### src/sv/mpu_ram.sv
// Generic simple dual-port RAM: one write port, one read port, registered read.
// A read of the address written in the same cycle returns the old contents.
`default_nettype none

module mpu_ram #(
    parameter int WIDTH = 8,
    parameter int DEPTH = 16,
    localparam int AW   = (DEPTH > 1) ? $clog2(DEPTH) : 1
) (
    input  wire logic             clk,
    input  wire logic             wr_en,
    input  wire logic [AW-1:0]    wr_addr,
    input  wire logic [WIDTH-1:0] wr_data,
    input  wire logic             rd_en,
    input  wire logic [AW-1:0]    rd_addr,
    output logic      [WIDTH-1:0] rd_data
);

    logic [WIDTH-1:0] mem [DEPTH];

    always_ff @(posedge clk)
    begin
        if (wr_en)
        begin
            mem[wr_addr] <= wr_data;
        end
        if (rd_en)
        begin
            rd_data <= mem[rd_addr];
        end
    end

endmodule

`default_nettype wire

### config.mk
export PLATFORM = sky130hd
export DESIGN_NAME = mpu_ram
export DESIGN_NICKNAME = d
export VERILOG_FILES = /design/src/sv/mpu_ram.sv
export SDC_FILE = /design/constraint.sdc
export NUM_CORES = 1
export LEC_CHECK = 0
export ABC_CLOCK_PERIOD_IN_PS = 2400
export BUFFER_PORTS_ARGS = -buffer_cell sky130_fd_sc_hd__buf_4
export CAP_MARGIN = 20
export CORE_MARGIN = 2
export CORE_UTILIZATION = 51
export DETAILED_ROUTE_END_ITERATION = 6
export HOLD_SLACK_MARGIN = 0.02
export PLACE_DENSITY = 0.68
export REMOVE_ABC_BUFFERS = 1
export SLEW_MARGIN = 10
export SYNTH_ARGS = -nofsm -noshare
export SYNTH_HDL_FRONTEND = slang
export SYNTH_SLANG_ARGS = --single-unit
export TNS_END_PERCENT = 50
### constraint.sdc
create_clock -name clk -period 2.4 [get_ports clk]
set_input_delay 0.48 -clock clk [delete_from_list [all_inputs] [get_ports clk]]
set_output_delay 0.48 -clock clk [all_outputs]
set_load 0.005 [all_outputs]
* Word-level counts from Yosys, hierarchy flattened
Memory sizes are Yosys's and may differ from the RTL's. A register that Yosys moved wholly into a read port is not among the register bits.
Cells that the tools add are included.
** Operators by class
- Mux-type cells :: 2
** Operators with widths (count)
- 1-bit 2-to-1 mux :: 2
** Word-level totals
- Register bits after elaboration :: 0
- Memory bits (writable) :: 128
- Input bits :: 19
- Memories :: 1
** Memory list
- mem :: depth 16, bits a word 8, read ports 1, clocked after Yosys merged registers in 1, wr ports 1, line 19 : logic [WIDTH-1:0] mem [DEPTH];

* Depth between registers and ports, before layout
- Depth after elaboration :: 2
- Gate-level depth with buffers :: 5
- Depth with buffers taken out :: 3

* Least setup slack after synthesis
No wires, ideal clock.
- Kind :: input -> register
- Start :: input wr_addr[2]
- End :: memory mem[0][0] (enable)
- Library setup time :: 0.383 ns
- Data arrival time :: 1.590 ns
- Path slack :: 0.427 ns
- Cell stages on the path :: 2
- Cell sequence :: or3b_2 nor3_1
** RTL lines
- start, declared :: line 12 : input wire logic [AW-1:0] wr_addr,
- end, declared :: line 19
No word-level cell before the write port.

==> insert_results.sql <==
INSERT INTO impl_metrics (metric_group, metric, value, unit) VALUES
('outcome', 'status', 'complete, no violations', ''),
('critical_path', 'path_class', 'in2reg', ''),
('route', 'avgViaCountPerCell', '5.783', ''),
('critical_path', 'maximum_fanout_along_the_worst_path', '13', ''),
('sta', 'grt_setup_unrepaired', 'no', ''),
('synth', 'post_synth_mux_area_share', '14.79', '%'),
('critical_path', 'critical_path_data_arrival_time', '1.85', 'ns'),
('hold_path', 'min_path_type', 'in2reg', ''),
('clock_tree', 'clkSinkCount', '136', ''),
('die', 'placementRows', '36', ''),
('placed_design', 'placement_stage_cell_area', '0.005670', 'mm2'),
('clock_tree', 'clk_pin_slew', '0.06', 'ns'),
('cells_and_area', 'final-instance-count-excl-fill', '429', ''),
('pwr', 'power.total', '5.554', 'mW'),
('die', 'coreArea', '0.009864', 'mm2'),
('sta', 'final_hold_viol_count', '0', ''),
('synth', 'yosysWarningCount', '0', ''),
('clock_tree', 'cts_root_buffer', 'sky130_fd_sc_hd__clkbuf_8', ''),
('clock_tree', 'post_cts.resized_instances', '0', ''),
('hold_path', 'hold-path-endpoint', 'mem[12][3]$_DFFE_PP_', ''),
('cells_and_area', 'num-fill-cells', '667', ''),
('route', 'drtPass1Iterations', '4', ''),
('cells_and_area', 'finalCoreUtilization', '63.57', '%'),
('synth', 'synth.area.top_cells', 'sky130_fd_sc_hd__edfxtp_1 (78%), sky130_fd_sc_hd__mux4_2 (7.8%), sky130_fd_sc_hd__mux4_1 (7.0%)', ''),
('sta', 'timing.hold.ws', '0.2724', 'ns'),
('grt', 'grt_max_degree', '33', ''),
('die', 'pin_count', '27', ''),
('cells_and_area', 'nets_finish', '302', ''),
('critical_path', 'timing.critical_path.required', '2.65', 'ns'),
('hold_path', 'min_from', 'wr_data[3]', ''),
('placed_design', 'place_ws', '0.2962', 'ns'),
('grt', 'antenna_violations_before_repair', '0', ''),
('synth', 'post_synth_xor_area_fraction', '0', '%'),
('cells_and_area', 'layout.cell_area.non_filler', '0.006271', 'mm2'),
('die', 'floorplan.die.width', '105.2', 'um'),
('placed_design', 'gpl.final_weighted_congestion', '0.7054', ''),
('synth', 'synth_edf_count', '136', ''),
('critical_path', 'cp-start-kind', 'primary input', ''),
('synth', 'synthSimpleGateAreaFrac', '3.135', '%'),
('clock_tree', 'number_of_clock_buffers_inserted_by_tritoncts', '17', ''),
('critical_path', 'worst-r2r-setup-slack', '0.93', 'ns'),
('critical_path', 'r2r-end', 'rd_data[5]$_DFFE_PP_', ''),
('synth', 'synth_common_cells', 'sky130_fd_sc_hd__edfxtp_1 (136), sky130_fd_sc_hd__mux4_2 (18), sky130_fd_sc_hd__a22oi_1 (16)', ''),
('placed_design', 'dp_cells', '397', ''),
('grt', 'first_pass_grt_wire_length', '15000', 'um'),
('sta', 'finalCritPeriodShare', '66.64', '%'),
('flow_run', 'cap_violations', '0', ''),
('synth', 'synth_seq_cells', '136', ''),
('grt', 'grt_pass1_vias', '2585', ''),
('sta', 'layout_min_cycle_time', '1.599', 'ns'),
('critical_path', 'r2r_start', 'mem[10][5]$_DFFE_PP_', ''),
('synth', 'synth.top_cell.area_share', '78.12', '%'),
('sta', 'worstMarginPinSlew', '0.6990', 'ns'),
('clock_tree', 'cts.repair_timing.setup_buffer_count', '0', ''),
('sta', 'setup_tns', '0', 'ns'),
('cells_and_area', 'drive_gt1_share', '31.08', '%'),
('synth', 'postSynth.asyncResetShare', '0', '%'),
('synth', 'post_synth.cell_area_avg', '22.83', 'um2'),
('synth', 'syn_area', '0.005228', 'mm2'),
('synth', 'postSynthCellCount', '229', ''),
('pwr', 'worst_ir_drop_vdd', '0.3980', 'mV'),
('die', 'fp.dieArea', '0.01108', 'mm2'),
('sta', 'maxClockFrequency', '0.6252', 'GHz'),
('placed_design', 'io_buffer_count', '26', ''),
('sta', 'timing.final.setup_violations', '0', ''),
('sta', 'final_critical_path_setup_slack', '0.8006', 'ns'),
('route', 'drc', '0', ''),
('sta', 'maxSlewHeadroom', '53.23', '%'),
('synth', 'synth-seq-area-share', '78.12', '%'),
('grt', 'grt_overflow', '0', ''),
('synth', 'post_synth_adder_cell_area', '0', '%');
power breakdown:
part	switching (mW)	internal, mW
Combinational	0.134	0.119
Clock	0.924	1.68
Sequential	0.0150	2.68
Total	1.07	4.48
flip-flops by register name (all words and copies together), names as in the netlist:
| register | count |
|---|---|
| rd_data | 8 |
| mem | 128 |
area by class of cell:
cell class              count  share of cell area [%]
well taps                 133                   2.654
flip-flops and latches    136                   65.12
multi-input cells          83                   16.86
repair buffers             45                   5.786
clock buffers              20                   6.784
clock inverters            12                   2.793
critical path, cell delays in order:
cell	delay, ns
sky130_fd_sc_hd__buf_4	0.23
sky130_fd_sc_hd__buf_12	0.21
sky130_fd_sc_hd__mux4_1	0.57
sky130_fd_sc_hd__a22oi_1	0.27
sky130_fd_sc_hd__nand2_1	0.08
routing by layer:
metal	global-route usage [%]	routed length [um]	vias to the layer above
met5	0	0	-
met4	6.000	71	0
met3	5.257	355	7
met2	29.26	4814	59
met1	26.98	4310	1326
li1	-	-	1089
cells in the final DEF (no fill, tap or decap):
| cell | Yosys | routed |
|---|---|---|
| sky130_fd_sc_hd__bufinv_16 | 0 | 4 |
| sky130_fd_sc_hd__nand3_1 | 1 | 1 |
| sky130_fd_sc_hd__mux4_2 | 18 | 18 |
| sky130_fd_sc_hd__and2b_1 | 1 | 1 |
| sky130_fd_sc_hd__a22oi_1 | 16 | 16 |
| sky130_fd_sc_hd__clkbuf_16 | 0 | 16 |
| sky130_fd_sc_hd__nor2_1 | 13 | 13 |
| sky130_fd_sc_hd__or3b_2 | 1 | 1 |
| sky130_fd_sc_hd__clkinvlp_4 | 0 | 2 |
| sky130_fd_sc_hd__nand2_1 | 9 | 9 |
| sky130_fd_sc_hd__edfxtp_1 | 136 | 136 |
| sky130_fd_sc_hd__clkbuf_8 | 0 | 1 |
| sky130_fd_sc_hd__and2_1 | 1 | 1 |
| sky130_fd_sc_hd__nand3b_1 | 2 | 2 |
| sky130_fd_sc_hd__nor2b_1 | 1 | 1 |
| sky130_fd_sc_hd__buf_4 | 1 | 43 |
| sky130_fd_sc_hd__clkinv_4 | 0 | 2 |
| sky130_fd_sc_hd__mux4_1 | 14 | 14 |
| sky130_fd_sc_hd__nor3_1 | 4 | 4 |
| sky130_fd_sc_hd__clkinv_1 | 0 | 1 |
| sky130_fd_sc_hd__buf_12 | 0 | 2 |
| sky130_fd_sc_hd__inv_6 | 0 | 1 |
| sky130_fd_sc_hd__nand2b_1 | 2 | 2 |
| sky130_fd_sc_hd__clkbuf_1 | 0 | 3 |
| sky130_fd_sc_hd__clkinv_2 | 0 | 2 |
how the worst max path moves through the flow:
| stage | slack [ns] | from | to |
|---|---|---|---|
| after global placement | 0.33 | rd_addr[0] | rd_data[5]$_DFFE_PP_ |
| after CTS | 0.82 | rd_data[5]$_DFFE_PP_ | rd_data[5] |
| final | 0.80 | rd_addr[0] | rd_data[5]$_DFFE_PP_ |
| after floorplan | 0.43 | wr_addr[2] | mem[0][0]$_DFFE_PP_ |
| after global routing | 0.74 | rd_addr[0] | rd_data[5]$_DFFE_PP_ |
| after detailed placement | 0.30 | rd_addr[0] | rd_data[5]$_DFFE_PP_ |
cells by family (layout without fill, tap and decap cells):
logic type | after synthesis | after routing
DFF | 136 | 136
and+or+nand+nor | 35 | 35
muxes | 32 | 32
AOI/OAI and AO/OA | 16 | 16
buffers and inverters | 10 | 77
No activity file was read; power rests on OpenSTA's default activity.
